`config.mk`:
```
export PLATFORM = sky130hd
export DESIGN_NAME = bct_mul
export DESIGN_NICKNAME = d
export VERILOG_FILES = /design/src/design/bct_pkg.sv /design/src/design/bct_mul.sv
export SDC_FILE = /design/constraint.sdc
export NUM_CORES = 2
export LEC_CHECK = 0
export ABC_AREA = 1
export BUFFER_PORTS_ARGS = -buffer_cell sky130_fd_sc_hd__buf_2
export CORE_UTILIZATION = 30
export DETAILED_ROUTE_END_ITERATION = 10
export GPL_TIMING_DRIVEN = 0
export SKIP_CTS_REPAIR_TIMING = 1
export SYNTH_ARGS = -nofsm -noshare
export SYNTH_HDL_FRONTEND = slang
export SYNTH_SLANG_ARGS = --single-unit
```
`constraint.sdc`:
```
create_clock -name clk -period 9.1 [get_ports clk]
set_clock_uncertainty 0.05 [all_clocks]
set_input_delay 1.82 -clock clk [delete_from_list [all_inputs] [get_ports clk]]
set_output_delay 1.82 -clock clk [all_outputs]
set_load 0.03 [all_outputs]
```
`src/design/bct_pkg.sv`:
```
// Shared constants, types and helpers for the box corner transform.
// No dependencies; every other file depends on this package.
package bct_pkg;

  localparam int COORD_W    = 32;
  localparam int COORD_FRAC = COORD_W / 2;
  localparam int ANGLE_W    = 16;
  localparam int ANGLE_FRAC = ANGLE_W - 2;
  localparam int TRIG_FRAC  = 30;
  localparam int MUL_W      = 32;
  localparam int PROD_W     = 2 * MUL_W;
  localparam int N_TERMS    = 5;
  localparam int CFG_IDX_W  = 3;
  localparam int N_CORNERS  = 8;
  localparam int CIDX_W     = 3;

  localparam logic [MUL_W-1:0] HALF_PI_Q30 = 32'd1686629713;
  localparam logic [MUL_W-1:0] TRIG_ONE    = 32'h4000_0000;

  // register indexes of the configuration port
  localparam logic [CFG_IDX_W-1:0] CFG_BOX_MIN_X = 3'd0;
  localparam logic [CFG_IDX_W-1:0] CFG_BOX_MIN_Y = 3'd1;
  localparam logic [CFG_IDX_W-1:0] CFG_BOX_MIN_Z = 3'd2;
  localparam logic [CFG_IDX_W-1:0] CFG_BOX_MAX_X = 3'd3;
  localparam logic [CFG_IDX_W-1:0] CFG_BOX_MAX_Y = 3'd4;
  localparam logic [CFG_IDX_W-1:0] CFG_BOX_MAX_Z = 3'd5;

  typedef logic signed [COORD_W-1:0] coord_t;
  typedef logic [ANGLE_W-1:0]        angle_t;
  typedef logic [CFG_IDX_W-1:0]      cfg_idx_t;

  typedef struct packed {
    coord_t x;
    coord_t y;
    coord_t z;
  } vec_t;

  // sine and cosine, signed Q2.30
  typedef struct packed {
    coord_t s;
    coord_t c;
  } trig_t;

  localparam longint TWO32 = 64'sd4294967296;

  // Taylor divisors (Horner order) and floor(2^32 / d) reciprocals
  localparam logic [7:0] SIN_DIV [N_TERMS] = '{8'd110, 8'd72, 8'd42, 8'd20, 8'd6};
  localparam logic [7:0] COS_DIV [N_TERMS] = '{8'd132, 8'd90, 8'd56, 8'd30, 8'd12};
  localparam logic [MUL_W-1:0] SIN_RECIP [N_TERMS] = '{
    32'(TWO32 / 110), 32'(TWO32 / 72), 32'(TWO32 / 42), 32'(TWO32 / 20), 32'(TWO32 / 6)};
  localparam logic [MUL_W-1:0] COS_RECIP [N_TERMS] = '{
    32'(TWO32 / 132), 32'(TWO32 / 90), 32'(TWO32 / 56), 32'(TWO32 / 30), 32'(TWO32 / 12)};

  // clamp a one-bit-wider sum into the coordinate range
  function automatic coord_t sat_coord(input logic signed [COORD_W:0] v);
    coord_t r;
    if (v[COORD_W] != v[COORD_W-1]) begin
      r = v[COORD_W] ? {1'b1, {(COORD_W-1){1'b0}}} : {1'b0, {(COORD_W-1){1'b1}}};
    end else begin
      r = v[COORD_W-1:0];
    end
    return r;
  endfunction

endpackage

```
`src/design/bct_mul.sv`:
```
// Shared unsigned multiplier with a registered product.
// Depends on bct_pkg.
module bct_mul (
  input  logic                         clk,
  input  logic [bct_pkg::MUL_W-1:0]    a,
  input  logic [bct_pkg::MUL_W-1:0]    b,
  output logic [bct_pkg::PROD_W-1:0]   p
);
  import bct_pkg::*;

  always_ff @(posedge clk) begin
    p <= PROD_W'(a) * PROD_W'(b);
  end

endmodule

```
== Yosys cells after proc, flatten, opt, wreduce, memory -nomap -nowiden ==
Index checks and enable logic that the tools add are counted.
W data, S select, Z words.
Storage, ports and cells
  input bits: 65
  output and inout port bits: 64
  register bits: 64
  word-level logic and storage cells: 2
Cells by class
  $mul: 1
Operator list (count)
  $mul A32 B32 Y64: 1

== Depth between registers and ports, before layout ==
  depth in word-level cells: 1
  depth in mapped cells: 30
  mapped depth without buffers: 29

== Least setup slack after synthesis ==
OpenSTA, ideal clock, no wires.
  path kind: input to register
  from: input a[25] in the netlist's numbering
  to: register p[60] in the netlist's numbering
  data required time: 8.938 ns
  buffers on the path: 1
  setup time: 0.112 ns
  stages on the path: 26
  data arrival time: 7.522 ns
  slack: 1.416 ns
  path through: clkbuf_1 nand2_1 fa_1 inv_1 fa_1 inv_1 fa_1 inv_1 fa_1 fa_1 fa_1 fa_1 inv_1 fa_1 inv_1 ha_1 nand2_1 nand2_1 a21oi_1 nand2_1 nand2_1 nand2_1 a21oi_1 nand2_1 nand2_1 nand2_1
Between the ends
  longest elaborated chain between the ends: 1
RTL lines
  from (decl): line bct_mul.sv:5  | input logic [bct_pkg::MUL_W-1:0] a,
  $mul A32 B32 Y64: line bct_mul.sv:12  | p <= PROD_W'(a) * PROD_W'(b);
  to (signal assigned): line bct_mul.sv:12
  to (decl): line bct_mul.sv:7  | output logic [bct_pkg::PROD_W-1:0] p
Every way passes these cells.

== Worst setup path after layout ==
  from: input a[5] in the netlist's numbering
  to: register p[63] in the netlist's numbering
Same word-level chain as after synthesis.

==> metrics.yaml <==
run_status:
  status: "finished, final reports clean"
grt:
  overflow: 0
  grt.total_usage: 0.228
  grt_max_degree: 13
  grt_pass1_vias: 32555
  grt_pass1_wl_um: 210000
  antenna_found_initial: 14
worst_setup_path:
  critPathMaxStageDelay_ps: 880
  endpoint: "p[63]"
  cp_common_cell: "fa_1"
  cp_max_fo: 10
  cp.required_ps: 9320
  crit_arrival_ps: 9200
  cp_top_family: "adder cells"
  worst_path_max_delay_cell: "clkbuf_1"
  critPathKind: "input port to flip-flop"
  crit_start: "a[5]"
  worst_setup_path_end_kind: "flip-flop"
  crit_path_start_kind: "input port"
  cp.depth: 25
  cp_num_buf_inv: 6
placement:
  preCtsSetupSlack_ps: -245
  io_buffers: 128
  place.gp.congestion: 1.03
  place_hpwl_um: 125000
detailed_routing:
  route.detailed.drc: 0
  top_layer_used: "met5"
  firstDrtPassIters: 6
  drt-wirelength-per-cell_um: 20.9
  postRouteAntennaNets: 0
  viasPerCell: 4.65
  wl_um: 142000
  met3_length_um: 15300
  drt_iter0_drc: 2911
  wl_met2_um: 64200
  wirelength_met1_um: 55300
  vias: 31670
synth:
  synthCells: 5023
  synthMuxAreaShare: 0
  synthesis.area_mm2: 0.0374
  yosysUniqueCellTypes: 23
  avgSynthCellArea_um2: 7.45
  synth-xor-area-share: 0.00820
  synth-seq-cells: 64
  synth_top_family_by_area: "adder cells"
  syn_nets: 6247
  yosysSeqAreaShare: 0.0343
  synth_fa_ha_area_frac: 0.568
  ys_warn_count: 0
  synth_compound_area_frac: 0.00853
  synth-simple-area-share: 0.188
floorplan:
  num_io_pins: 129
  start_util: 0.303
  die-area_mm2: 0.126
  die_x_um: 355
  core-area_mm2: 0.124
  std_cell_rows: 129
  dieHeight_um: 355
timing:
  period_needed_ps: 8980
  hold_viol: 0
  max_freq_mhz: 111
  setup_slack_ps: 120
  setup_viol: 0
  fin_crit_sh: 0.987
  relSlewSlack: 0.174
  tightest_slew_ps: 1240
  finalMaxSlewViolations: 0
finish:
  area_delta_synth_final_pct: 8.19
  drive_above_1_share: 0.0437
  fill_cells: 13556
  largest_register_ffs: 64
  largest-register: "p"
  finalNetCount: 6386
  mostFrequentLayoutCells: "inv_1, nand2_1, fa_1"
  top_regs: "p x64"
  final_common_cell: "inv_1"
clock_tree:
  cts-root-buf: "clkbuf_16"
  cts_sinks: 64
  cts_htree_levels: 3
  clk_path_buf_depth: 2
  path_clk_slew_ps: 70
  cts_buffers: 9
  cts_tree: "built"
worst_hold_path:
  hold_class: "input port to flip-flop"
  min_from: "b[0]"
job:
  max_cap_violations: 0
## Yosys cell counts, drive strengths merged
cell type | count | share of area
o21ai | 2 | 0.00027
a21oi | 43 | 0.0058
xor2 | 33 | 0.0077
nand2 | 1581 | 0.16
nor3 | 18 | 0.0035
inv | 1735 | 0.17
xnor2 | 2 | 0.00047
fa | 896 | 0.48
nand3 | 65 | 0.0099
dfxtp | 64 | 0.034
clkbuf | 192 | 0.019
o21bai | 12 | 0.0025
ha | 263 | 0.088
nand4 | 16 | 0.0027
nor2 | 101 | 0.012
## final cells by class
type / instances / area [um^2] / share of cell area
well taps: 1637 / 2050 / 0.0506
clock buffers: 10 / 239 / 0.00591
inverters: 1735 / 6510 / 0.161
flip-flops and latches: 64 / 1280 / 0.0317
diodes: 4 / 10.0 / 0.000247
plain buffers: 192 / 781 / 0.0193
multi-input cells: 3032 / 28900 / 0.714
clock inverters: 6 / 66.3 / 0.00164
repair buffers: 128 / 641 / 0.0158
## tightest hold or removal path, delay by kind of cell
family | cells | cell delay, ps
AND/OR/NAND/NOR | 1 | 90
buffers and inverters | 2 | 210
## layer usage
metal,GRT usage,vias up
met1,0.298,15792
li1,-,13926
met3,0.0513,342
met2,0.361,1602
met5,0,-
met4,0.102,8
## worst min path at each step
| stage | end | slack [ps] | cells after the start |
|---|---|---|---|
| 6_report | p[0] | 1750 | 3 |
| 3_3_place_gp | p[0] | 2110 | 3 |
| 2_1_floorplan | p[0] | 1870 | 2 |
| 3_5_place_dp | p[0] | 2110 | 3 |
| 4_1_cts | p[0] | 1730 | 3 |
| 5_1_grt | p[0] | 1760 | 3 |
## through the flow
| step | cell area, um^2 | hold slack, ps | util | setup TNS, ps | cells |
|---|---|---|---|---|---|
| 2_1_floorplan | 37400 | 1870 | - | 0 | 5023 |
| 3_3_place_gp | 40100 | 2110 | 0.324 | -3330 | 6788 |
| 3_5_place_dp | 40100 | 2110 | 0.324 | -3230 | 6788 |
| 4_1_cts | 40400 | 1730 | 0.327 | 0 | 6804 |
| 5_1_grt | 40500 | 1760 | 0.327 | -1.20 | 6807 |
| 6_report | 40500 | 1750 | 0.327 | 0 | 6808 |
## kinds of logic (layout without fill, tap and decap cells)
group / count (synthesis) / in the layout
flip-flops: 64 / 64
other: 0 / 4
adder cells (fa/ha/maj): 1159 / 1159
buffers and inverters: 1927 / 2071
AO/OA/AOI/OAI: 57 / 57
AND/OR/NAND/NOR: 1781 / 1781
XOR/XNOR: 35 / 35
Power is not shown: default switching activity piles up to over one toggle a cycle in this logic, so the estimate is an artifact.
