## src/design/bct_pkg.sv

```systemverilog
// Shared constants, types and helpers for the box corner transform.
// No dependencies; every other file depends on this package.
package bct_pkg;

  localparam int COORD_W    = 32;
  localparam int COORD_FRAC = COORD_W / 2;
  localparam int ANGLE_W    = 16;
  localparam int ANGLE_FRAC = ANGLE_W - 2;
  localparam int TRIG_FRAC  = 30;
  localparam int MUL_W      = 32;
  localparam int PROD_W     = 2 * MUL_W;
  localparam int N_TERMS    = 5;
  localparam int CFG_IDX_W  = 3;
  localparam int N_CORNERS  = 8;
  localparam int CIDX_W     = 3;

  localparam logic [MUL_W-1:0] HALF_PI_Q30 = 32'd1686629713;
  localparam logic [MUL_W-1:0] TRIG_ONE    = 32'h4000_0000;

  // register indexes of the configuration port
  localparam logic [CFG_IDX_W-1:0] CFG_BOX_MIN_X = 3'd0;
  localparam logic [CFG_IDX_W-1:0] CFG_BOX_MIN_Y = 3'd1;
  localparam logic [CFG_IDX_W-1:0] CFG_BOX_MIN_Z = 3'd2;
  localparam logic [CFG_IDX_W-1:0] CFG_BOX_MAX_X = 3'd3;
  localparam logic [CFG_IDX_W-1:0] CFG_BOX_MAX_Y = 3'd4;
  localparam logic [CFG_IDX_W-1:0] CFG_BOX_MAX_Z = 3'd5;

  typedef logic signed [COORD_W-1:0] coord_t;
  typedef logic [ANGLE_W-1:0]        angle_t;
  typedef logic [CFG_IDX_W-1:0]      cfg_idx_t;

  typedef struct packed {
    coord_t x;
    coord_t y;
    coord_t z;
  } vec_t;

  // sine and cosine, signed Q2.30
  typedef struct packed {
    coord_t s;
    coord_t c;
  } trig_t;

  localparam longint TWO32 = 64'sd4294967296;

  // Taylor divisors (Horner order) and floor(2^32 / d) reciprocals
  localparam logic [7:0] SIN_DIV [N_TERMS] = '{8'd110, 8'd72, 8'd42, 8'd20, 8'd6};
  localparam logic [7:0] COS_DIV [N_TERMS] = '{8'd132, 8'd90, 8'd56, 8'd30, 8'd12};
  localparam logic [MUL_W-1:0] SIN_RECIP [N_TERMS] = '{
    32'(TWO32 / 110), 32'(TWO32 / 72), 32'(TWO32 / 42), 32'(TWO32 / 20), 32'(TWO32 / 6)};
  localparam logic [MUL_W-1:0] COS_RECIP [N_TERMS] = '{
    32'(TWO32 / 132), 32'(TWO32 / 90), 32'(TWO32 / 56), 32'(TWO32 / 30), 32'(TWO32 / 12)};

  // clamp a one-bit-wider sum into the coordinate range
  function automatic coord_t sat_coord(input logic signed [COORD_W:0] v);
    coord_t r;
    if (v[COORD_W] != v[COORD_W-1]) begin
      r = v[COORD_W] ? {1'b1, {(COORD_W-1){1'b0}}} : {1'b0, {(COORD_W-1){1'b1}}};
    end else begin
      r = v[COORD_W-1:0];
    end
    return r;
  endfunction

endpackage

```

## src/design/bct_xform.sv

```systemverilog
// Corner sequencer: scale, three rotations and translation of one corner,
// one product at a time on the shared multiplier. Depends on bct_pkg.
module bct_xform (
  input  logic                        clk,
  input  logic                        rst,
  input  logic                        start,
  input  bct_pkg::vec_t               box,
  input  bct_pkg::vec_t               scale,
  input  bct_pkg::vec_t               pos,
  input  bct_pkg::trig_t              rot_x,
  input  bct_pkg::trig_t              rot_y,
  input  bct_pkg::trig_t              rot_z,
  output logic                        done,
  output bct_pkg::vec_t               res,
  output logic [bct_pkg::MUL_W-1:0]   mul_a,
  output logic [bct_pkg::MUL_W-1:0]   mul_b,
  input  logic [bct_pkg::PROD_W-1:0]  prod
);
  import bct_pkg::*;

  typedef enum logic [3:0] {
    ST_VX, ST_VY, ST_VZ, ST_X1A, ST_X1, ST_Y1A, ST_Y1, ST_X2A, ST_X2,
    ST_Z2A, ST_Z2, ST_Y3A, ST_Y3, ST_Z3A, ST_Z3, ST_POS
  } step_t;

  step_t  op;
  logic   busy;
  logic   wb;
  coord_t acc, vx, vy, vz, x1, y1, x2, z2, y3, z3;

  coord_t              opa, opb;
  logic                frac16;
  logic                neg;
  logic [PROD_W-1:0]   shifted;
  logic [PROD_W-1:0]   cap;
  logic [PROD_W-1:0]   mag;
  coord_t              mres;
  coord_t              sum_add, sum_sub;

  always_comb begin
    frac16 = 1'b0;
    case (op)
      ST_VX:   begin opa = box.x; opb = scale.x;  frac16 = 1'b1; end
      ST_VY:   begin opa = box.y; opb = scale.y;  frac16 = 1'b1; end
      ST_VZ:   begin opa = box.z; opb = scale.z;  frac16 = 1'b1; end
      ST_X1A:  begin opa = vx;    opb = rot_z.c; end
      ST_X1:   begin opa = vy;    opb = rot_z.s; end
      ST_Y1A:  begin opa = vx;    opb = rot_z.s; end
      ST_Y1:   begin opa = vy;    opb = rot_z.c; end
      ST_X2A:  begin opa = x1;    opb = rot_y.c; end
      ST_X2:   begin opa = vz;    opb = rot_y.s; end
      ST_Z2A:  begin opa = vz;    opb = rot_y.c; end
      ST_Z2:   begin opa = x1;    opb = rot_y.s; end
      ST_Y3A:  begin opa = y1;    opb = rot_x.c; end
      ST_Y3:   begin opa = z2;    opb = rot_x.s; end
      ST_Z3A:  begin opa = y1;    opb = rot_x.s; end
      ST_Z3:   begin opa = z2;    opb = rot_x.c; end
      default: begin opa = '0;    opb = '0;      end
    endcase
  end

  // sign-magnitude product, truncated toward zero, clamped
  assign neg     = opa[COORD_W-1] ^ opb[COORD_W-1];
  assign mul_a   = opa[COORD_W-1] ? MUL_W'(-opa) : MUL_W'(opa);
  assign mul_b   = opb[COORD_W-1] ? MUL_W'(-opb) : MUL_W'(opb);
  assign shifted = frac16 ? (prod >> COORD_FRAC) : (prod >> TRIG_FRAC);
  assign cap     = (PROD_W'(1) << (COORD_W - 1)) - PROD_W'(!neg);
  assign mag     = (shifted > cap) ? cap : shifted;
  assign mres    = neg ? -coord_t'(mag[COORD_W-1:0]) : coord_t'(mag[COORD_W-1:0]);
  assign sum_add = sat_coord((COORD_W+1)'(acc) + (COORD_W+1)'(mres));
  assign sum_sub = sat_coord((COORD_W+1)'(acc) - (COORD_W+1)'(mres));

  always_ff @(posedge clk) begin
    if (rst) begin
      busy <= 1'b0;
      wb   <= 1'b0;
      done <= 1'b0;
      op   <= ST_VX;
    end else begin
      done <= busy && !start && (op == ST_POS);
      if (start) begin
        busy <= 1'b1;
        wb   <= 1'b0;
        op   <= ST_VX;
      end else if (busy) begin
        if (op == ST_POS) begin
          res.x <= sat_coord((COORD_W+1)'(x2) + (COORD_W+1)'(pos.x));
          res.y <= sat_coord((COORD_W+1)'(y3) + (COORD_W+1)'(pos.y));
          res.z <= sat_coord((COORD_W+1)'(z3) + (COORD_W+1)'(pos.z));
          busy  <= 1'b0;
        end else begin
          wb <= !wb;
          if (wb) begin
            op <= step_t'(op + 4'd1);
            case (op)
              ST_VX:   vx  <= mres;
              ST_VY:   vy  <= mres;
              ST_VZ:   vz  <= mres;
              ST_X1:   x1  <= sum_sub;
              ST_Y1:   y1  <= sum_add;
              ST_X2:   x2  <= sum_add;
              ST_Z2:   z2  <= sum_sub;
              ST_Y3:   y3  <= sum_sub;
              ST_Z3:   z3  <= sum_add;
              default: acc <= mres;
            endcase
          end
        end
      end
    end
  end

endmodule

```

## config.mk

```make
export PLATFORM = sky130hd
export DESIGN_NAME = bct_xform
export DESIGN_NICKNAME = d
export VERILOG_FILES = /design/src/design/bct_pkg.sv /design/src/design/bct_xform.sv
export SDC_FILE = /design/constraint.sdc
export NUM_CORES = 1
export LEC_CHECK = 0
export ABC_AREA = 1
export BUFFER_PORTS_ARGS = -buffer_cell sky130_fd_sc_hd__buf_4
export CORE_AREA = 2 2 276 278
export CTS_BUF_LIST = sky130_fd_sc_hd__clkbuf_2 sky130_fd_sc_hd__clkbuf_4 sky130_fd_sc_hd__clkbuf_8
export DETAILED_ROUTE_END_ITERATION = 7
export DIE_AREA = 0 0 278 280
export REMOVE_ABC_BUFFERS = 1
export SYNTH_ARGS = -nofsm -noshare
export SYNTH_HDL_FRONTEND = slang
export SYNTH_SLANG_ARGS = --single-unit
```

## constraint.sdc

```tcl
create_clock -name clk -period 10.3 [get_ports clk]
set_clock_uncertainty 0.2 [all_clocks]
set_input_delay 1.03 -clock clk [delete_from_list [all_inputs] [get_ports clk]]
set_output_delay 1.03 -clock clk [all_outputs]
set_load 0.05 [all_outputs]
```

== Word-level counts from Yosys, hierarchy flattened ==
Index checks and enable logic that the tools add are counted.
Operators by class
  bitwise gates (word level): 5
  magnitude comparators: 1
  add/subtract/negate cells: 10
  eq/ne operators: 20
  multiplexer cells: 21
  reductions and logical operators: 34
Operator list (number)
  32-bit case mux with 9 select lines: 2
  32-bit two-way mux: 14
  32-bit by 32-bit adder with 33-bit output: 4
  32-bit negator: 3
  48-bit by 64-bit greater-than comparator with 1-bit output: 1
  6-bit AND reduction: 10
  48-bit two-way mux: 1
  32-bit by 1-bit subtractor with 33-bit output, first input constant: 1
  32-bit by 32-bit subtractor with 33-bit output: 1
  4-bit equality test, second input constant: 8
  2-bit OR reduction: 13
  4-bit by 3-bit equality test with 1-bit output, second input constant: 4
  9-bit OR reduction: 1
  4-bit by 2-bit equality test with 1-bit output, second input constant: 2
  1-bit inequality test: 5
  4-bit by 1-bit adder with 4-bit output, second input constant: 1
  4-bit by 1-bit equality test with 1-bit output, second input constant: 1
  4-bit zero test: 1
  1-bit two-way mux: 4
  1-bit inverter: 4
  4-bit AND reduction: 1
  1-bit zero test: 3
  3-bit AND reduction: 1
  3-bit OR reduction: 1
  other kinds (3): 4
Word-level totals
  logic and storage cells: 108
  flip-flop bits (word level): 423
  input bits: 547
  output and inout bits: 161

== Longest topological paths before layout ==
  depth after elaboration: 13
  gate-level depth with buffers: 58
  gate-level depth less buffers: 53

== Worst setup path after synthesis ==
OpenSTA, ideal clock, no wires.
  path type: input-to-reg
  start: in scale[31] (netlist bit)
  end: reg x2[12], data pin
  slack: 2.264 ns
  library setup time: 0.287 ns
  stages: 43
  required time: 9.813 ns
  arrival: 7.549 ns
  buffers on the path: 6
  cell sequence: nand3_1 > nand2_1 > nor2_1 > nand2_1 > nor2_1 > nand2_1 > nand2_2 > buf_4 > clkbuf_1 > ha_1 > nand2_1 > nor2_1 > nand3_1 > nor2_2 > nand2_1 > nand3_2 > nand3_2 > buf_6 > [... 7 more ...] > o21ai_0 > ha_1 > buf_2 > a21oi_1 > nand2_1 > a21oi_1 > o21ai_0 > a21oi_1 > o21ai_0 > a21boi_0 > o21ai_0 > a21boi_0 > o21ai_0 > xor2_1 > or2_0 > nand2_1 > clkbuf_1 > o21ai_0
Between the ends
  word-level cells in the longest chain between the ends: 11
  elaborated cells between the ends (all ways): 12
  classes of those cells: add/sub: 3; order compare: 1; eq/ne: 1; mux: 5; bitwise: 1; reduce/logical: 1
Ends and longest elaborated chain
  start: declaration: line bct_xform.sv:8  | input bct_pkg::vec_t scale,
  32-bit case mux with 9 select lines *: line bct_xform.sv:42  | case (op)
  1-bit XOR *: line bct_xform.sv:63  | assign neg = opa[COORD_W-1] ^ opb[COORD_W-1];
  1-bit zero test: line bct_xform.sv:67  | assign cap = (PROD_W'(1) << (COORD_W - 1)) - PROD_W'(!neg);
  32-bit by 1-bit subtractor with 33-bit output: line bct_xform.sv:67
  48-bit by 64-bit greater-than comparator with 1-bit output: line bct_xform.sv:68  | assign mag = (shifted > cap) ? cap : shifted;
  32-bit two-way mux: line bct_xform.sv:68
  32-bit negator: line bct_xform.sv:69  | assign mres = neg ? -coord_t'(mag[COORD_W-1:0]) : coord_t'(mag[COORD_W-1:0]);
  32-bit two-way mux *: line bct_xform.sv:69
  net mres[2]: line bct_xform.sv:37  | coord_t mres;
  32-bit by 32-bit adder with 33-bit output *: line bct_xform.sv:70  | assign sum_add = sat_coord((COORD_W+1)'(acc) + (COORD_W+1)'(mres));
  32-bit two-way mux or 1-bit inequality test (tied branches): line bct_pkg.sv:58, bct_pkg.sv:57
  32-bit two-way mux *: line bct_pkg.sv:57  | if (v[COORD_W] != v[COORD_W-1]) begin
  net sum_add[12]: line bct_xform.sv:38  | coord_t sum_add, sum_sub;
  end signal: assignment: line bct_xform.sv:101  | ST_X2: x2 <= sum_add;
  end: declaration: line bct_xform.sv:29  | coord_t acc, vx, vy, vz, x1, y1, x2, z2, y3, z3;
Mark *: on every way through the listed nets, which the timed path passes. The rest lies on a longest branch.
A chain may end at the register's enable or synchronous reset.

== Worst setup path in the final report ==
  start: reg op[0]
  end: reg z3[8], data pin
Between the ends
  word-level cells in the longest chain between the ends: 13
  elaborated cells between the ends (all ways): 43
  classes of those cells: add/sub: 3; order compare: 1; eq/ne: 15; mux: 8; bitwise: 1; reduce/logical: 15
Ends and longest elaborated chain
  start: declaration: line bct_xform.sv:26  | step_t op;
  start signal: assignment: line bct_xform.sv:94  | op <= step_t'(op + 4'd1);
  4-bit equality test (tied with other cells): line bct_xform.sv:42
  2-bit OR reduction (no source line)
  32-bit case mux with 9 select lines: line bct_xform.sv:42
  1-bit XOR: line bct_xform.sv:63
  1-bit zero test: line bct_xform.sv:67
  32-bit by 1-bit subtractor with 33-bit output: line bct_xform.sv:67
  48-bit by 64-bit greater-than comparator with 1-bit output: line bct_xform.sv:68
  32-bit two-way mux: line bct_xform.sv:68
  32-bit negator: line bct_xform.sv:69
  32-bit two-way mux *: line bct_xform.sv:69
  net mres[4]: line bct_xform.sv:37
  32-bit by 32-bit adder with 33-bit output *: line bct_xform.sv:70
  32-bit two-way mux or 1-bit inequality test (tied branches): line bct_pkg.sv:58, bct_pkg.sv:57
  32-bit two-way mux *: line bct_pkg.sv:57
  net sum_add[8]: line bct_xform.sv:38
  end signal: assignment: line bct_xform.sv:104  | ST_Z3: z3 <= sum_add;
  end: declaration: line bct_xform.sv:29
Marks and branches as above.

==> metrics.md <==
| Metric | Value |
|---|---|
| Outcome | completed |
| Dominant synthesized flop cell | edfxtp_1 |
| Register area | 12600 um^2 |
| Tightest Pin Transition | 1.19 ns |
| Share of layout cells above drive strength 1 | 22.8% |
| Area of the multi-input gates | 14900 um^2 |
| Clock Pin Slew Worst Setup and Hold Paths | 0.06 ns |
| Overflow after GRT | 0 |
| Final hold viol count | 0 |
| Max Cap Viol | 0 |
| Leak pwr | 0.0174 uW |
| Top delay family on crit path | simple AND/OR/NAND/NOR gates |
| Synth warnings | 0 |
| Final period util | 91.9% |
| WL/cell | 22.9 um |
| EDFF count, synth | 416 |
| Post-Place Cells | 5140 |
| Total CTS buffers | 73 |
| Syn Area/Cell | 8.41 um^2 |
| CTS tree | built |
| Sequential area share after synthesis | 42.5% |
| Number of hold buffers added after CTS | 0 |
| Max Fclk | 0.106 GHz |
| Setup bufs post-CTS | 0 |
| Wire length of the first global-routing pass | 172000 um |
| CTS HTree Levels | 3 |
| Worst Slack Setup Final | 0.831 ns |
| Hold/Removal Path Class | flop to flop |
| First-pass iteration count of the detailed router | 6 |
| Chip width | 278 um |
| Setup Crit Path Kind | flop to flop |
| Slowest stage cell on the critical path | o21ai_0 |
| Placement row count | 101 |
| CP Capture Type | flop |
| Core Area | 75200 um^2 |
| Area Growth Syn to Fin | 26.8% |
| Root Buffer | clkbuf_8 |
| Layout Cells excl Fill | 5280 |
| Worst IR drop on VDD | 96.3 uV |
| Hpwl dp | 97900 um |
| Slew Limit Headroom | 20.0% |
| Critical Path Source Type | flop |
| Initial antenna violation count | 23 |
| Die ar. | 77800 um^2 |
| Worst path required time | 10.44 ns |
| Pin count of the biggest net entering global routing | 62 |
| Port Buffers | 691 |
| CTS sink count | 423 |
| Worst-skew pair later-pin latency | 0.69 ns |
| Gate count of the mapped netlist | 3533 |
| Clock Tree Buf Depth | 3 |
| Vias in the first global route | 26600 |
| Hold path depth | 2 |
| GRT Util Overall | 30.0% |
| RSZ-0062 raised after global routing | yes |
| Total wire length | 121000 um |
| Fill cell count | 7346 |
| CP Buf/Inv Count | 5 |
| WP depth | 45 |
| Die Y | 280 um |
| Synth unique cells | 59 |
| FF+latch count, synth | 423 |
| Via count | 28000 |
| Most frequent CP cell | nand2_1 |
| Ports | 708 |
| FF-to-FF path depth | 45 |
| Drt first-iter violations | 2538 |
| Post-Syn Area | 29700 um^2 |
| Starting Density | 39.5% |
| Post-synth ARST share | 0% |
| CP Data Arrival Time | 9.61 ns |
| Final setup fails | 0 |
| Power Dens Cells | 137 nW/um^2 |
| GPL Wtd Cong | 1.00 |
| DR DRC count | 0 |
| Post-layout minimum cycle time | 9.47 ns |
| Crit Path Max Fanout | 24 |
| Via/cell ratio | 5.31 |
| Max incr delay on CP | 0.81 ns |
| Final Max Tran Viols | 0 |
| Setup WS pre-CTS | 0.852 ns |
| Antenna-violating nets left | 0 |
| # nets final | 4974 |
==> cells in the final DEF (no fill, tap or decap), types with 144 or more instances in the layout <==
cell type and n:
nand2_1 829, xor2_1 178, o21ai_0 226, nand3_1 144
ha_1 185, edfxtp_1 416, a21oi_1 192, buf_4 757
inv_1 408, nor2_1 243
==> registers in the layout, summed over array words and instances, names as in the netlist, 4 cells and up <==
signal	cells
vx	32
vy	32
x2	32
x1	32
vz	32
z2	32
y3	32
res	96
acc	32
op	4
z3	32
y1	32
==> synth_stat cells (19+ instances only) <==
| library cell | n | area share, % |
|---|---|---|
| buf_1 | 19 | 0.24 |
| xor2_1 | 178 | 5.2 |
| inv_1 | 409 | 5.2 |
| nand3_1 | 144 | 2.4 |
| o21ai_0 | 227 | 3.8 |
| a21oi_1 | 193 | 3.3 |
| nor2_1 | 255 | 3.2 |
| ha_1 | 185 | 7.8 |
| clkbuf_1 | 88 | 1.1 |
| edfxtp_1 | 416 | 42 |
| nor3_1 | 27 | 0.46 |
| a221oi_1 | 31 | 0.91 |
| xnor2_1 | 36 | 1.1 |
| nand4_1 | 47 | 0.99 |
| inv_2 | 31 | 0.39 |
| a22o_1 | 102 | 3.0 |
| nand2_1 | 829 | 10 |
| nor4_1 | 44 | 0.93 |
| a21boi_0 | 31 | 0.78 |
==> logic make-up (layout without fill, tap and decap cells) <==
group	after synthesis	in the layout	synth area share, %
AND/OR/NAND/NOR	1422	1422	20.4
AO/OA/AOI/OAI	704	704	14.8
buffers and inverters	570	1330	7.47
flip-flops	423	423	42.5
XOR/XNOR	214	214	6.31
adder cells (fa/ha/maj)	190	190	8.13
multiplexers	10	10	0.337
other	0	9	0
==> path summary, 6_finish.rpt <==
check / start / endpoint / slack (ns)
setup / recovery: op[0] / z3[8] / 0.83
setup reg to reg: op[0] / z3[8] / 0.83
hold reg to reg: busy / done / 0.32
hold / removal: busy / done / 0.32
==> per-layer routing <==
metal / vias to the layer above / share of wire (%) / track usage [%]
met3: 176 / 9.2 / 7.22
li1: 13500 / - / -
met4: 28 / 2.4 / 7.69
met5: - / 0.13 / 0
met2: 1163 / 44 / 46.2
met1: 13200 / 44 / 42.3
==> report_power, final <==
part           total [uW]  switching (uW)  internal, uW
combinational        1510            1020           492
sequential           2030           0.425          2030
clock                1600             740           858
total                5140            1760          3380
==> worst min-delay path, stage by stage, from the launching register on <==
cell     delay [ns]
dfxtp_1        0.30
nand2_1        0.12
nor2_1         0.05
==> through the flow <==
step / setup TNS (ns) / cell area [um^2] / utilization, % / power (uW) / hold slack (ns)
final: 0 / 37700 / 50.1 / 5140 / 0.318
after global routing: -0.634 / 37600 / 50.1 / 5360 / 0.323
after CTS: 0 / 37600 / 50.0 / 5150 / 0.292
after detailed placement: 0 / 36100 / 48.1 / 3550 / 0.305
after global placement: 0 / 36100 / 48.1 / 3540 / 0.293
after floorplan: 0 / 29100 / - / 2910 / 0.240
==> timing repair <==
| action | CTS | global route |
|---|---|---|
| endpoints found under the hold margin | 0 | 0 |
| setup endpoints to repair | 0 | 22 |
| gates resized for setup | 0 | 1 |
==> cell type report <==
| type | count | area share (%) |
|---|---|---|
| diodes | 9 | 0.0598 |
| clock buffers | 88 | 2.98 |
| clock inverters | 43 | 0.957 |
| inverters | 441 | 4.41 |
| multi-input cells | 2540 | 39.6 |
| flip-flops and latches | 423 | 33.5 |
| well taps | 978 | 3.25 |
| repair buffers | 758 | 15.1 |
Note: power is estimated with default switching activity, not from simulation.
