### src/design/bct_pkg.sv
// Shared constants, types and helpers for the box corner transform.
// No dependencies; every other file depends on this package.
package bct_pkg;

  localparam int COORD_W    = 32;
  localparam int COORD_FRAC = COORD_W / 2;
  localparam int ANGLE_W    = 16;
  localparam int ANGLE_FRAC = ANGLE_W - 2;
  localparam int TRIG_FRAC  = 30;
  localparam int MUL_W      = 32;
  localparam int PROD_W     = 2 * MUL_W;
  localparam int N_TERMS    = 5;
  localparam int CFG_IDX_W  = 3;
  localparam int N_CORNERS  = 8;
  localparam int CIDX_W     = 3;

  localparam logic [MUL_W-1:0] HALF_PI_Q30 = 32'd1686629713;
  localparam logic [MUL_W-1:0] TRIG_ONE    = 32'h4000_0000;

  // register indexes of the configuration port
  localparam logic [CFG_IDX_W-1:0] CFG_BOX_MIN_X = 3'd0;
  localparam logic [CFG_IDX_W-1:0] CFG_BOX_MIN_Y = 3'd1;
  localparam logic [CFG_IDX_W-1:0] CFG_BOX_MIN_Z = 3'd2;
  localparam logic [CFG_IDX_W-1:0] CFG_BOX_MAX_X = 3'd3;
  localparam logic [CFG_IDX_W-1:0] CFG_BOX_MAX_Y = 3'd4;
  localparam logic [CFG_IDX_W-1:0] CFG_BOX_MAX_Z = 3'd5;

  typedef logic signed [COORD_W-1:0] coord_t;
  typedef logic [ANGLE_W-1:0]        angle_t;
  typedef logic [CFG_IDX_W-1:0]      cfg_idx_t;

  typedef struct packed {
    coord_t x;
    coord_t y;
    coord_t z;
  } vec_t;

  // sine and cosine, signed Q2.30
  typedef struct packed {
    coord_t s;
    coord_t c;
  } trig_t;

  localparam longint TWO32 = 64'sd4294967296;

  // Taylor divisors (Horner order) and floor(2^32 / d) reciprocals
  localparam logic [7:0] SIN_DIV [N_TERMS] = '{8'd110, 8'd72, 8'd42, 8'd20, 8'd6};
  localparam logic [7:0] COS_DIV [N_TERMS] = '{8'd132, 8'd90, 8'd56, 8'd30, 8'd12};
  localparam logic [MUL_W-1:0] SIN_RECIP [N_TERMS] = '{
    32'(TWO32 / 110), 32'(TWO32 / 72), 32'(TWO32 / 42), 32'(TWO32 / 20), 32'(TWO32 / 6)};
  localparam logic [MUL_W-1:0] COS_RECIP [N_TERMS] = '{
    32'(TWO32 / 132), 32'(TWO32 / 90), 32'(TWO32 / 56), 32'(TWO32 / 30), 32'(TWO32 / 12)};

  // clamp a one-bit-wider sum into the coordinate range
  function automatic coord_t sat_coord(input logic signed [COORD_W:0] v);
    coord_t r;
    if (v[COORD_W] != v[COORD_W-1]) begin
      r = v[COORD_W] ? {1'b1, {(COORD_W-1){1'b0}}} : {1'b0, {(COORD_W-1){1'b1}}};
    end else begin
      r = v[COORD_W-1:0];
    end
    return r;
  endfunction

endpackage

### src/design/bct_trig.sv
// Sine/cosine sequencer: Horner Taylor series on the shared multiplier.
// Depends on bct_pkg; product comes from bct_mul, registered, in the cycle after the operands.
module bct_trig (
  input  logic                        clk,
  input  logic                        rst,
  input  logic                        start,
  input  bct_pkg::angle_t             angle,
  output logic                        done,
  output bct_pkg::trig_t              res,
  output logic [bct_pkg::MUL_W-1:0]   mul_a,
  output logic [bct_pkg::MUL_W-1:0]   mul_b,
  input  logic [bct_pkg::PROD_W-1:0]  prod
);
  import bct_pkg::*;

  typedef enum logic [3:0] {
    T_IDLE, T_X, T_X2, T_TM, T_DV, T_FX, T_S, T_TERM, T_MAP
  } tstate_t;

  tstate_t             state;
  logic                wb;
  logic                cosp;
  logic [2:0]          i;
  logic [ANGLE_FRAC-1:0] f;
  logic [1:0]          q;
  logic [MUL_W-1:0]    x;
  logic [MUL_W-1:0]    x2;
  logic [MUL_W-1:0]    t;
  logic [MUL_W-1:0]    v;
  logic [MUL_W-1:0]    qe;
  logic [MUL_W-1:0]    s_mag;
  logic [MUL_W-1:0]    c_mag;

  logic [PROD_W-1:0]   prod_sh;
  logic [MUL_W-1:0]    term;
  logic [7:0]          dcur;
  logic [MUL_W-1:0]    rcur;
  logic [MUL_W+7:0]    rem;
  logic [MUL_W-1:0]    qq;

  always_comb begin
    case (state)
      T_X:          begin mul_a = MUL_W'(f); mul_b = HALF_PI_Q30; end
      T_X2:         begin mul_a = x;         mul_b = x;           end
      T_TM, T_TERM: begin mul_a = x2;        mul_b = t;           end
      T_DV:         begin mul_a = v;         mul_b = rcur;        end
      T_S:          begin mul_a = x;         mul_b = t;           end
      default:      begin mul_a = '0;        mul_b = '0;          end
    endcase
  end

  assign dcur    = cosp ? COS_DIV[i] : SIN_DIV[i];
  assign rcur    = cosp ? COS_RECIP[i] : SIN_RECIP[i];
  assign prod_sh = prod >> TRIG_FRAC;
  assign term    = prod_sh[MUL_W:1];
  // reciprocal estimate is low by at most one
  assign rem     = (MUL_W+8)'(v) - (MUL_W+8)'(qe) * (MUL_W+8)'(dcur);
  assign qq      = qe + MUL_W'(rem >= (MUL_W+8)'(dcur));

  always_ff @(posedge clk) begin
    if (rst) begin
      state <= T_IDLE;
      wb    <= 1'b0;
      done  <= 1'b0;
    end else begin
      done <= (state == T_MAP);
      case (state)
        T_IDLE: begin
          if (start) begin
            f     <= angle[ANGLE_FRAC-1:0];
            q     <= angle[ANGLE_W-1 -: 2];
            wb    <= 1'b0;
            state <= T_X;
          end
        end
        T_X: begin
          wb <= !wb;
          if (wb) begin
            x     <= MUL_W'(prod >> ANGLE_FRAC);
            state <= T_X2;
          end
        end
        T_X2: begin
          wb <= !wb;
          if (wb) begin
            x2    <= prod_sh[MUL_W-1:0];
            t     <= TRIG_ONE;
            i     <= '0;
            cosp  <= 1'b0;
            state <= T_TM;
          end
        end
        T_TM: begin
          wb <= !wb;
          if (wb) begin
            v     <= prod_sh[MUL_W-1:0];
            state <= T_DV;
          end
        end
        T_DV: begin
          wb <= !wb;
          if (wb) begin
            qe    <= prod[PROD_W-1:MUL_W];
            state <= T_FX;
          end
        end
        T_FX: begin
          t <= TRIG_ONE - qq;
          if (i == 3'(N_TERMS - 1)) begin
            state <= cosp ? T_TERM : T_S;
          end else begin
            i     <= i + 3'd1;
            state <= T_TM;
          end
        end
        T_S: begin
          wb <= !wb;
          if (wb) begin
            s_mag <= (prod_sh > PROD_W'(TRIG_ONE)) ? TRIG_ONE : prod_sh[MUL_W-1:0];
            t     <= TRIG_ONE;
            i     <= '0;
            cosp  <= 1'b1;
            state <= T_TM;
          end
        end
        T_TERM: begin
          wb <= !wb;
          if (wb) begin
            c_mag <= (term > TRIG_ONE) ? '0 : TRIG_ONE - term;
            state <= T_MAP;
          end
        end
        T_MAP: begin
          // quadrant fold
          case (q)
            2'd0:    begin res.s <= s_mag;           res.c <= c_mag;           end
            2'd1:    begin res.s <= c_mag;           res.c <= -$signed(s_mag); end
            2'd2:    begin res.s <= -$signed(s_mag); res.c <= -$signed(c_mag); end
            default: begin res.s <= -$signed(c_mag); res.c <= s_mag;           end
          endcase
          state <= T_IDLE;
        end
        default: state <= T_IDLE;
      endcase
    end
  end

endmodule

### config.mk
export PLATFORM = sky130hd
export DESIGN_NAME = bct_trig
export DESIGN_NICKNAME = d
export VERILOG_FILES = /design/src/design/bct_pkg.sv /design/src/design/bct_trig.sv
export SDC_FILE = /design/constraint.sdc
export NUM_CORES = 1
export LEC_CHECK = 0
export ABC_AREA = 1
export BUFFER_PORTS_ARGS = -buffer_cell sky130_fd_sc_hd__buf_2
export CAP_MARGIN = 20
export CORE_AREA = 4 4 172 298
export DETAILED_ROUTE_END_ITERATION = 7
export DIE_AREA = 0 0 176 302
export PLACE_DENSITY = 0.82
export SETUP_SLACK_MARGIN = 0.2
export SLEW_MARGIN = 25
export SYNTH_ARGS = -nofsm -noshare
export SYNTH_HDL_FRONTEND = slang
export SYNTH_SLANG_ARGS = --single-unit
export TNS_END_PERCENT = 1
### constraint.sdc
create_clock -name clk -period 7.45 [get_ports clk]
set_input_delay 0.3725 -clock clk [delete_from_list [all_inputs] [get_ports clk]]
set_output_delay 0.3725 -clock clk [all_outputs]
set_load 0.02 [all_outputs]
Word-level counts from Yosys, hierarchy flattened

Memories as Yosys holds them, arrays and structs flattened.
Cells that the tools add are included.

Input port bits: 83
Register bits after elaboration: 314
ROM bits: 640
Memories kept: 4
Word-level logic and storage cells: 109
Output and inout bits: 129

Multiply operators: 1
Reduce and logical (&&, ||, !) cells: 23
Magnitude comparators: 4
Equal/unequal tests: 20
Add/sub/neg operators: 7
Muxes and demuxes: 32
Bitwise logic cells: 2

Memories:

| memory          | words | width | rd ports | clocked after memory_dff | wr ports | line           | text |
|---|---|---|---|---|---|---|---|
| (no name shown) | 8     | 32    | 1        | 0                        | 0        | bct_trig.sv:53 | `assign rcur = cosp ? COS_RECIP[i] : SIN_RECIP[i];` |
| (no name shown) | 8     | 32    | 1        | 0                        | 0        | bct_trig.sv:53 |  |
| (no name shown) | 8     | 8     | 1        | 0                        | 0        | bct_trig.sv:52 | `assign dcur = cosp ? COS_DIV[i] : SIN_DIV[i];` |
| (no name shown) | 8     | 8     | 1        | 0                        | 0        | bct_trig.sv:52 |  |

Operators by type and width:

| operator                                             | count |
|---|---|
| one-hot mux 32 bit (4 select lines)                  | 2 |
| 2-to-1 mux 32 bit                                    | 6 |
| one-hot mux 64 bit (3 select lines)                  | 1 |
| negation 32 bit                                      | 2 |
| one-hot mux 32 bit (2 select lines)                  | 1 |
| subtractor 31 x 32 -> 32 bit, first input constant   | 2 |
| greater-or-equal comparator 40 x 8 -> 1 bit          | 1 |
| multiplier 32 x 8 -> 40 bit                          | 1 |
| 2-to-1 mux 8 bit                                     | 5 |
| subtractor 32 x 40 -> 40 bit                         | 1 |
| > comparator 34 x 31 -> 1 bit, second input constant | 1 |
| adder 32 x 1 -> 32 bit                               | 1 |
| > comparator 32 x 31 -> 1 bit, second input constant | 1 |
| one-hot mux 4 bit (7 select lines)                   | 1 |
| 2-to-1 mux 4 bit                                     | 6 |
| AND reduction 3 bit                                  | 8 |
| == test 4 x 3 -> 1 bit, second input constant        | 4 |
| inequality test 2 bit, second input constant         | 8 |
| 2-to-1 mux 3 bit                                     | 3 |
| == test 4 x 2 -> 1 bit, second input constant        | 2 |
| AND reduction 4 bit                                  | 2 |
| one-hot mux 3 bit (2 select lines)                   | 1 |
| AND reduction 6 bit                                  | 1 |
| nonzero test 2 bit                                   | 3 |
| 19 further kinds                                     | 25 |

Longest topological paths before layout

Gate-level depths: netlist of run 1.

Word-level depth: 11
Gate-level depth with buffers: 49
Gate-level depth less buffers: 49

Worst setup path before layout of run 1

OpenSTA, ideal clock, no wires.

Path type: register to register
From: reg state[2]
To: reg res[0] in the netlist's numbering (enable)
Library setup time: 0.651 ns
Period minus slack after synthesis: 7.327 ns
Arrival time: 6.676 ns
Path slack: 0.123 ns
Path buffers: 1
Stages on the path, launching flop included: 3
Data required time: 6.799 ns
Cell sequence: dfxtp_1 > clkbuf_1 > nor4_1

Word-level cells in the longest chain between the ends: 2

Ends and longest elaborated chain:

| what                                 | line            | text |
|---|---|---|
| start: declaration                   | bct_trig.sv:20  | `tstate_t state;` |
| start signal: assignment             | bct_trig.sv:110 | `state <= cosp ? T_TERM : T_S;` |
| == test 4 bit                        | bct_trig.sv:67  | `case (state)` |
| AND reduction 2 bit (no source line) | --              |  |
| end: declaration                     | bct_trig.sv:9   | `output bct_pkg::trig_t res,` |

Every way passes these cells.
A chain may end at the register's enable or synchronous reset.

Worst setup path in the final report of run 1

From: reg i[1]
To: reg t[21] (data pin)

Word-level cells in the longest chain between the ends: 11
Elaborated cells between the ends (all ways): 14
Those cells by class: 3 x add/sub; 1 x mul; 1 x order compare; 6 x mux; 1 x bitwise; 2 x memory

Ends and longest elaborated chain:

| what                                                | line            | text |
|---|---|---|
| start: declaration                                  | bct_trig.sv:23  | `logic [2:0] i;` |
| start signal: assignment                            | bct_trig.sv:112 | `i <= i + 3'd1;` |
| inverter 3 -> 4 bit (implied by the code) *         | bct_trig.sv:52  |  |
| memory read (8 x 8 bit)                             | --              |  |
| 2-to-1 mux 8 bit (implied by the code) (2 in a row) | bct_trig.sv:52  |  |
| 2-to-1 mux 8 bit *                                  | bct_trig.sv:52  |  |
| multiplier 32 x 8 -> 40 bit                         | bct_trig.sv:57  | `assign rem = (MUL_W+8)'(v) - (MUL_W+8)'(qe) * (MUL_W+8)'(dcur);` |
| subtractor 32 x 40 -> 40 bit                        | bct_trig.sv:57  |  |
| greater-or-equal comparator 40 x 8 -> 1 bit *       | bct_trig.sv:58  | `assign qq = qe + MUL_W'(rem >= (MUL_W+8)'(dcur));` |
| adder 32 x 1 -> 32 bit *                            | bct_trig.sv:58  |  |
| subtractor 31 x 32 -> 32 bit *                      | bct_trig.sv:108 | `t <= TRIG_ONE - qq;` |
| one-hot mux 32 bit (2 select lines) *               | bct_trig.sv:67  |  |
| end signal: assignment                              | bct_trig.sv:108 |  |
| end: declaration                                    | bct_trig.sv:28  | `logic [MUL_W-1:0] t;` |

Mark *: on every way between the ends. The rest lies on a longest branch, timed or not. The select of a mux whose other input is x is not followed.

==> results of run 1 <==
-- stage by stage --
stage                     setup TNS [ns]  total power [uW]  utilization, %
after floorplan                        0              7990               -
after global placement             -4.94             11700            62.3
after detailed placement           -7.06             11800            62.3
after CTS                        -0.0503             14300            66.3
after global routing               -6.22             16000            67.3
final                             -0.986             14800            67.3
-- report_power, final --
group	internal, uW	switching, uW	leakage, uW	total [uW]
clock network	803	719	0.000453	1520
registers	2050	60.4	0.00284	2110
logic	4570	6560	0.0118	11100
-- sequential cells by signal (all words and copies together), names as in the netlist, 32 cells and up --
| signal | count |
|---|---|
| res | 64 |
| c_mag | 32 |
| qe | 32 |
| s_mag | 32 |
| t | 32 |
| v | 32 |
| x2 | 32 |
| x | 32 |
-- cell families (layout without fill, tap and decap cells) --
family | count (synthesis) | after routing
adders and majority gates | 327 | 327
other | 1 | 3
DFF | 314 | 314
and+or+nand+nor | 1435 | 1435
AOI/OAI and AO/OA | 431 | 431
xor gates and xnor gates | 59 | 59
buffers and inverters | 762 | 1211
-- repair_timing --
| action | 4_1_cts | 5_1_grt |
|---|---|---|
| gates cloned | 2 | 1 |
| pin swaps | 61 | 59 |
| hold endpoints to repair | 32 | 0 |
| buffers inserted | 16 | 12 |
| resized for setup | 120 | 94 |
| endpoints found under the setup margin | 28 | 29 |
| hold buffers | 32 | 0 |
-- layout by cell type, fill, tap and decap left out, types with 15 or more instances in the layout --
master         netlist  layout
nand2_1            832     806
inv_1              670     651
edfxtp_1           308     308
nor2_1             300     263
buf_4                1     223
buf_2               16     197
fa_1               182     181
a21oi_1            154     131
nand3_1            123     110
ha_1               145     106
o21ai_0             95      81
nand4_1             52      52
xor2_1              49      49
o2111ai_1           38      38
nor2_2              10      37
nor3_1              39      35
ha_4                 0      33
dlygate4sd3_1        0      32
inv_2               12      27
nand2_2              5      27
clkbuf_16            0      27
a21oi_2              1      22
o211ai_1            21      21
nor2_4               9      19
nand3_2              5      17
o221ai_1            17      17
o21ai_1              7      16
o22ai_1             16      16
a22oi_1             15      15
-- worst max-delay path, delay by kind of cell (launching register included) --
| family | cells | cell delay (ns) |
|---|---|---|
| adders and majority gates | 9 | 3.05 |
| and+or+nand+nor | 15 | 1.73 |
| buffers and inverters | 12 | 1.43 |
| AOI/OAI and AO/OA | 6 | 0.76 |
| DFF | 1 | 0.45 |
-- how the worst max path moves through the flow --
stage / slack [ns] / cells after the start / end
finish: -0.18 / 42 / t[21]
global route: -0.53 / 42 / t[21]
CTS: -0.03 / 42 / t[21]
detailed placement: -0.48 / 46 / t[25]
global placement: -0.39 / 46 / t[25]
floorplan: 0.28 / 47 / t[25]
-- routing by layer --
layer  vias up  GRT usage [%]  routed length, um
met5         -              0                 13
met4         2           30.6              10900
met3       530           3.58               6130
met2      1471           65.0              49300
met1     12000           34.2              28600
li1      11600              -                  -
-- layout make-up --
type,count,area share [%]
antenna,2,0.0153
multi-input combinational,2253,47.9
clock inverter,20,0.794
tap,654,2.50
sequential,314,28.6
inverter,688,7.91
timing repair buffer,474,10.3
clock buffer,28,2.01
timing repair inverter,1,0.0267
==> run_results.csv, run 1 <==
group,metric,value,unit
cells_and_area,final_nets,4168,
timing,fmax,131,MHz
yosys,synth_edf_count,308,
clocking,clockBufferDepth,3,
worst_hold_path,hold-path-endpoint,"qe[31]",
clocking,cts-root-buf,"clkbuf_16",
routing,vias,25600,
yosys,ys_warn_count,0,
run,cap_violations,0,
floorplan,die_area,53200,um^2
yosys,synth_nets,3739,
yosys,ys.flop_type,"edfxtp_1",
cells_and_area,instances_no_fill,4434,
yosys,async_flop_share,0,%
status,status,"finished with violations",
worst_setup_path,endpoint_kind,"flop",
timing,drv_slew,0,
yosys,yosys.area.top_type,"edfxtp_1",
timing,fin_ws,-0.183,ns
timing,fin_crit_sh,102,%
worst_setup_path,cp.required,7.88,ns
floorplan,initial_core_util,55.5,%
worst_setup_path,slowest_delay,0.57,ns
routing,wl_per_cell,21.4,um
yosys,netlist_instances,3329,
routing,wl,95000,um
timing,setup_viol,10,
power,power_density,450,nW/um^2
place,dp_hpwl,73600,um
cells_and_area,fillerInstances,3943,
clocking,h-tree-depth,1,
global_route,antenna_found_initial,3,
worst_hold_path,holdCritPathClass,"input port to flop",
floorplan,chipHeight,302,um
clocking,cts_made_buffers,26,
timing,rsz0062_at_grt,"true",
global_route,first_global_vias,26400,
yosys,synthMuxAreaShare,0,%
yosys,ys_top_cells_by_count,"832 x nand2_1, 670 x inv_1, 308 x edfxtp_1, 300 x nor2_1, 182 x fa_1",
routing,drt_iter0_markers,2307,
floorplan,io_pins,212,
cells_and_area,register_area,9370,um^2
yosys,synth_area_leaders,"edfxtp_1 34%, fa_1 13%, nand2_1 12%, inv_1 9.3%, ha_1 6.7%",
status,failed_checks,"DRC, setup timing",
worst_setup_path,startpoint,"i[1]",
worst_hold_path,whs_path_depth,1,
global_route,grt_max_degree,65,
clocking,cts_sinks,314,
floorplan,num_rows,107,
yosys,synth_xor_area_share,1.94,%
worst_hold_path,hp-start,"prod[63]",
worst_setup_path,timing.rr.end,"t[21]",
timing,period_minus_slack,7.63,ns
clocking,clkTransAtPathRegs,0.08,ns
yosys,synth_fa_ha_area_share,20.2,%
clocking,cts_tree,"built",
worst_setup_path,cp_max_fo,12,
yosys,synth_area,27100,um^2
worst_setup_path,crit_path_start_kind,"flop",
yosys,ys_ff_latch,314,
power,ir_worst_vdd,531,uV
place,dpl_worst_slack,-0.482,ns
cells_and_area,final_layout_size_suffix_gt1_share,19.3,%
place,placed_cell_area,30300,um^2
global_route,grt-ovfl-total,0,
cells_and_area,syn_to_final_growth,21.1,%
timing,finalHoldWorstSlack,0.0219,ns
timing,max_slew_margin,28.6,%
worst_setup_path,cp_common_cell,"nand2_1",
global_route,track_usage,35.1,%
worst_setup_path,crit_arrival,8.06,ns
power,p_leak,0.0151,uW
place,io_buffers,197,
worst_setup_path,r2r_slack,-0.18,ns
routing,route.detailed.drc,1,
floorplan,core-area,48700,um^2
timing,hold_viol_final,0,
yosys,synth_compound_area_share,9.84,%
worst_setup_path,worstReg2RegStart,"i[1]",
place,place.gp.congestion,1.02,
routing,firstDrtPassIters,8,
yosys,avgSynthCellArea,8.13,um^2
worst_setup_path,reg2reg_depth,42,
routing,drt-vias-per-instance,5.77,
timing,tightest_slew,1.06,ns
floorplan,fp.dieW,176,um
yosys,seq_area_frac_synth,34.6,%
yosys,synthMostInstantiatedCell,"nand2_1",
routing,postRouteAntennaNets,0,
yosys,synthSimpleGateAreaFrac,22.7,%
worst_setup_path,crit_type,"flop to flop",
place,dp_cells,4320,
cells_and_area,multi_input_area,15700,um^2
global_route,grt_pass1_wl,143000,um
timing,fin_skew,0.0158,ns
cells_and_area,design_area,32800,um^2
worst_setup_path,cp_slowest_cell,"fa_1",
yosys,synth_top_area_share,34.2,%
yosys,synth_top_family_by_area,"simple AND/OR/NAND/NOR gates",
clocking,clk_latency,0.58,ns
yosys,synth_cell_types,65,
No activity file was read; power rests on OpenSTA's default activity.
==> run 2: changes to the inputs <==
Settings changed: CORE_AREA 4 4 172 298 to 4 4 170 296, CTS_BUF_LIST set to sky130_fd_sc_hd__clkbuf_8, DIE_AREA 0 0 176 302 to 0 0 174 300, PLACE_DENSITY 0.82 to 0.84.
==> run 2 against run 1 <==
Net effect: the flow finishes with violations (setup timing); register-to-register slack got worse by 0.02 ns; sequential share of layout area grew 0.48 points; critical path depth is the same; count of clock-buffer cells in the layout grew 13; sequential power is essentially flat; worst setup slack got worse by 0.021 ns; non-clock buffer count shrank 36; hold slack better by 0.011 ns; design area is 1.6% lower; maximum frequency shrank 0.28%; final cell count fell by 1.6%; critical path type unchanged.
==> run_results.csv, run 2 (same netlist as run 1, synthesis figures left out) <==
group,metric,value,unit
status,status,"finished with violations",
status,failed_checks,"setup timing",
place,dp_cells,4243,
worst_setup_path,cp.required,7.84,ns
cells_and_area,design_area,32200,um^2
power,pwr-share-clk,9.2,%
routing,postRouteAntennaNets,0,
worst_setup_path,reg2reg_depth,42,
power,p_leak,0.0149,uW
worst_hold_path,hp-start,"prod[21]",
worst_setup_path,worstReg2RegStart,"i[0]",
floorplan,core-area,47700,um^2
worst_setup_path,slowest_delay,0.57,ns
timing,setup_viol,18,
routing,met1_length,28700,um
worst_setup_path,cp_max_fo,11,
worst_setup_path,r2r_slack,-0.20,ns
timing,fin_ws,-0.204,ns
cells_and_area,instances_no_fill,4362,
clocking,cts_tree,"built",
cells_and_area,register_area,9370,um^2
floorplan,fp.dieW,174,um
global_route,grt-ovfl-total,0,
worst_setup_path,crit_arrival,8.04,ns
floorplan,initial_core_util,56.7,%
power,internal_power,6970,uW
power,power_switching,7310,uW
place,io_buffers,197,
routing,vias,25600,
clocking,cts_made_buffers,40,
clocking,cts-root-buf,"clkbuf_8",
global_route,antenna_found_initial,8,
power,pwr-share-comb,75.9,%
worst_setup_path,endpoint_kind,"flop",
timing,fmax,131,MHz
worst_setup_path,crit_path_start_kind,"flop",
routing,wl_per_cell,22.2,um
clocking,clockBufferDepth,3,
power,ir_worst_vdd,594,uV
timing,tightest_slew,1.09,ns
floorplan,chipHeight,300,um
timing,fin_skew,0.0222,ns
global_route,track_usage,35.5,%
routing,dr_wl_met3,7410,um
place,place.gp.congestion,1.05,
place,dp_hpwl,74900,um
worst_setup_path,cp_common_cell,"nand2_1",
cells_and_area,largest_reg_flops,64,
cells_and_area,final_nets,4145,
global_route,first_global_vias,26100,
place,placed_cell_area,30100,um^2
routing,drt-vias-per-instance,5.88,
global_route,grt_max_degree,65,
timing,fin_crit_sh,103,%
routing,route.detailed.drc,0,
timing,max_slew_margin,27.3,%
timing,hold_viol_final,0,
clocking,cts_sinks,314,
cells_and_area,syn_to_final_growth,19.2,%
cells_and_area,final_layout_size_suffix_gt1_share,18.5,%
timing,period_minus_slack,7.65,ns
worst_setup_path,startpoint,"i[0]",
cells_and_area,final_cell_mix,"813 x nand2_1, 656 x inv_1, 308 x edfxtp_1",
floorplan,die_area,52200,um^2
power,power_density,443,nW/um^2
worst_hold_path,whs_path_depth,1,
routing,firstDrtPassIters,7,
worst_setup_path,timing.rr.end,"t[17]",
power,switching_share,51.2,%
routing,drt_iter0_markers,2396,
cells_and_area,fillerInstances,3719,
timing,finalHoldWorstSlack,0.0328,ns
clocking,clk_latency,0.58,ns
routing,wl,97000,um
cells_and_area,largest-register,"res",
clocking,clkTransAtPathRegs,0.07,ns
power,pwr-share-seq,14.9,%
clocking,h-tree-depth,2,
worst_setup_path,critical-path-top-delay-family,"adder cells",
worst_setup_path,crit_type,"flop to flop",
power,finalPower,14300,uW
floorplan,num_rows,106,
cells_and_area,multi_input_area,15600,um^2
timing,rsz0062_at_grt,"true",
worst_hold_path,hold-path-endpoint,"x[7]",
routing,top_layer,"met5",
timing,drv_slew,0,
worst_setup_path,cp_slowest_cell,"fa_1",
floorplan,io_pins,212,
routing,dr_wl_met2,49000,um
worst_setup_path,critPathBufInv,10,
global_route,grt_pass1_wl,143000,um
run,cap_violations,0,
cells_and_area,final_common_cell,"nand2_1",
worst_hold_path,holdCritPathClass,"input port to flop",
==> run 2: layout make-up <==
cell class / instances / share of cell area (%)
clock buffers: 41 / 1.75
clock inverters: 28 / 0.729
repair buffers: 438 / 9.56
diodes: 6 / 0.0466
well taps: 594 / 2.30
flip-flops and latches: 314 / 29.1
inverters: 688 / 8.05
multi-input cells: 2253 / 48.5
==> run 2: how the worst max path moves through the flow <==
| stage | end | slack (ns) | cells after the start |
|---|---|---|---|
| final | t[17] | -0.20 | 42 |
| after global routing | t[25] | -0.47 | 48 |
| after CTS | t[17] | -0.16 | 45 |
| after detailed placement | t[22] | -0.62 | 47 |
| after global placement | t[22] | -0.50 | 47 |
| after floorplan | t[25] | 0.28 | 47 |
==> run 2: what timing repair did <==
item,4_1_cts,5_1_grt
hold buffers,27,0
hold endpoints to repair,27,0
resized for setup,61,133
setup buffers,3,10
endpoints found under the setup margin,29,30
gates cloned,1,3
pin swaps,16,71
==> run 2: power groups by stage <==
stage / combinational (uW) / sequential [uW] / clock (uW)
5_1_grt: 11900 / 2120 / 1390
3_3_place_gp: 9400 / 2150 / 0
6_report: 10800 / 2120 / 1320
2_1_floorplan: 5870 / 2120 / 0
3_5_place_dp: 9520 / 2150 / 0
4_1_cts: 9930 / 2110 / 1320
==> run 2: per-layer routing <==
metal  up-vias  track usage (%)
met4         2             33.0
met5         -                0
li1      11500                -
met1     11900             33.8
met3       572             4.91
met2      1604             64.9
==> run 2: metrics by stage <==
stage | setup TNS, ns | setup slack [ns] | util, %
after global placement | -7.54 | -0.501 | 63.1
final | -2.12 | -0.204 | 67.5
after detailed placement | -10.71 | -0.624 | 63.1
after global routing | -7.92 | -0.471 | 67.5
after CTS | -1.39 | -0.157 | 66.1
after floorplan | 0 | 0.281 | -
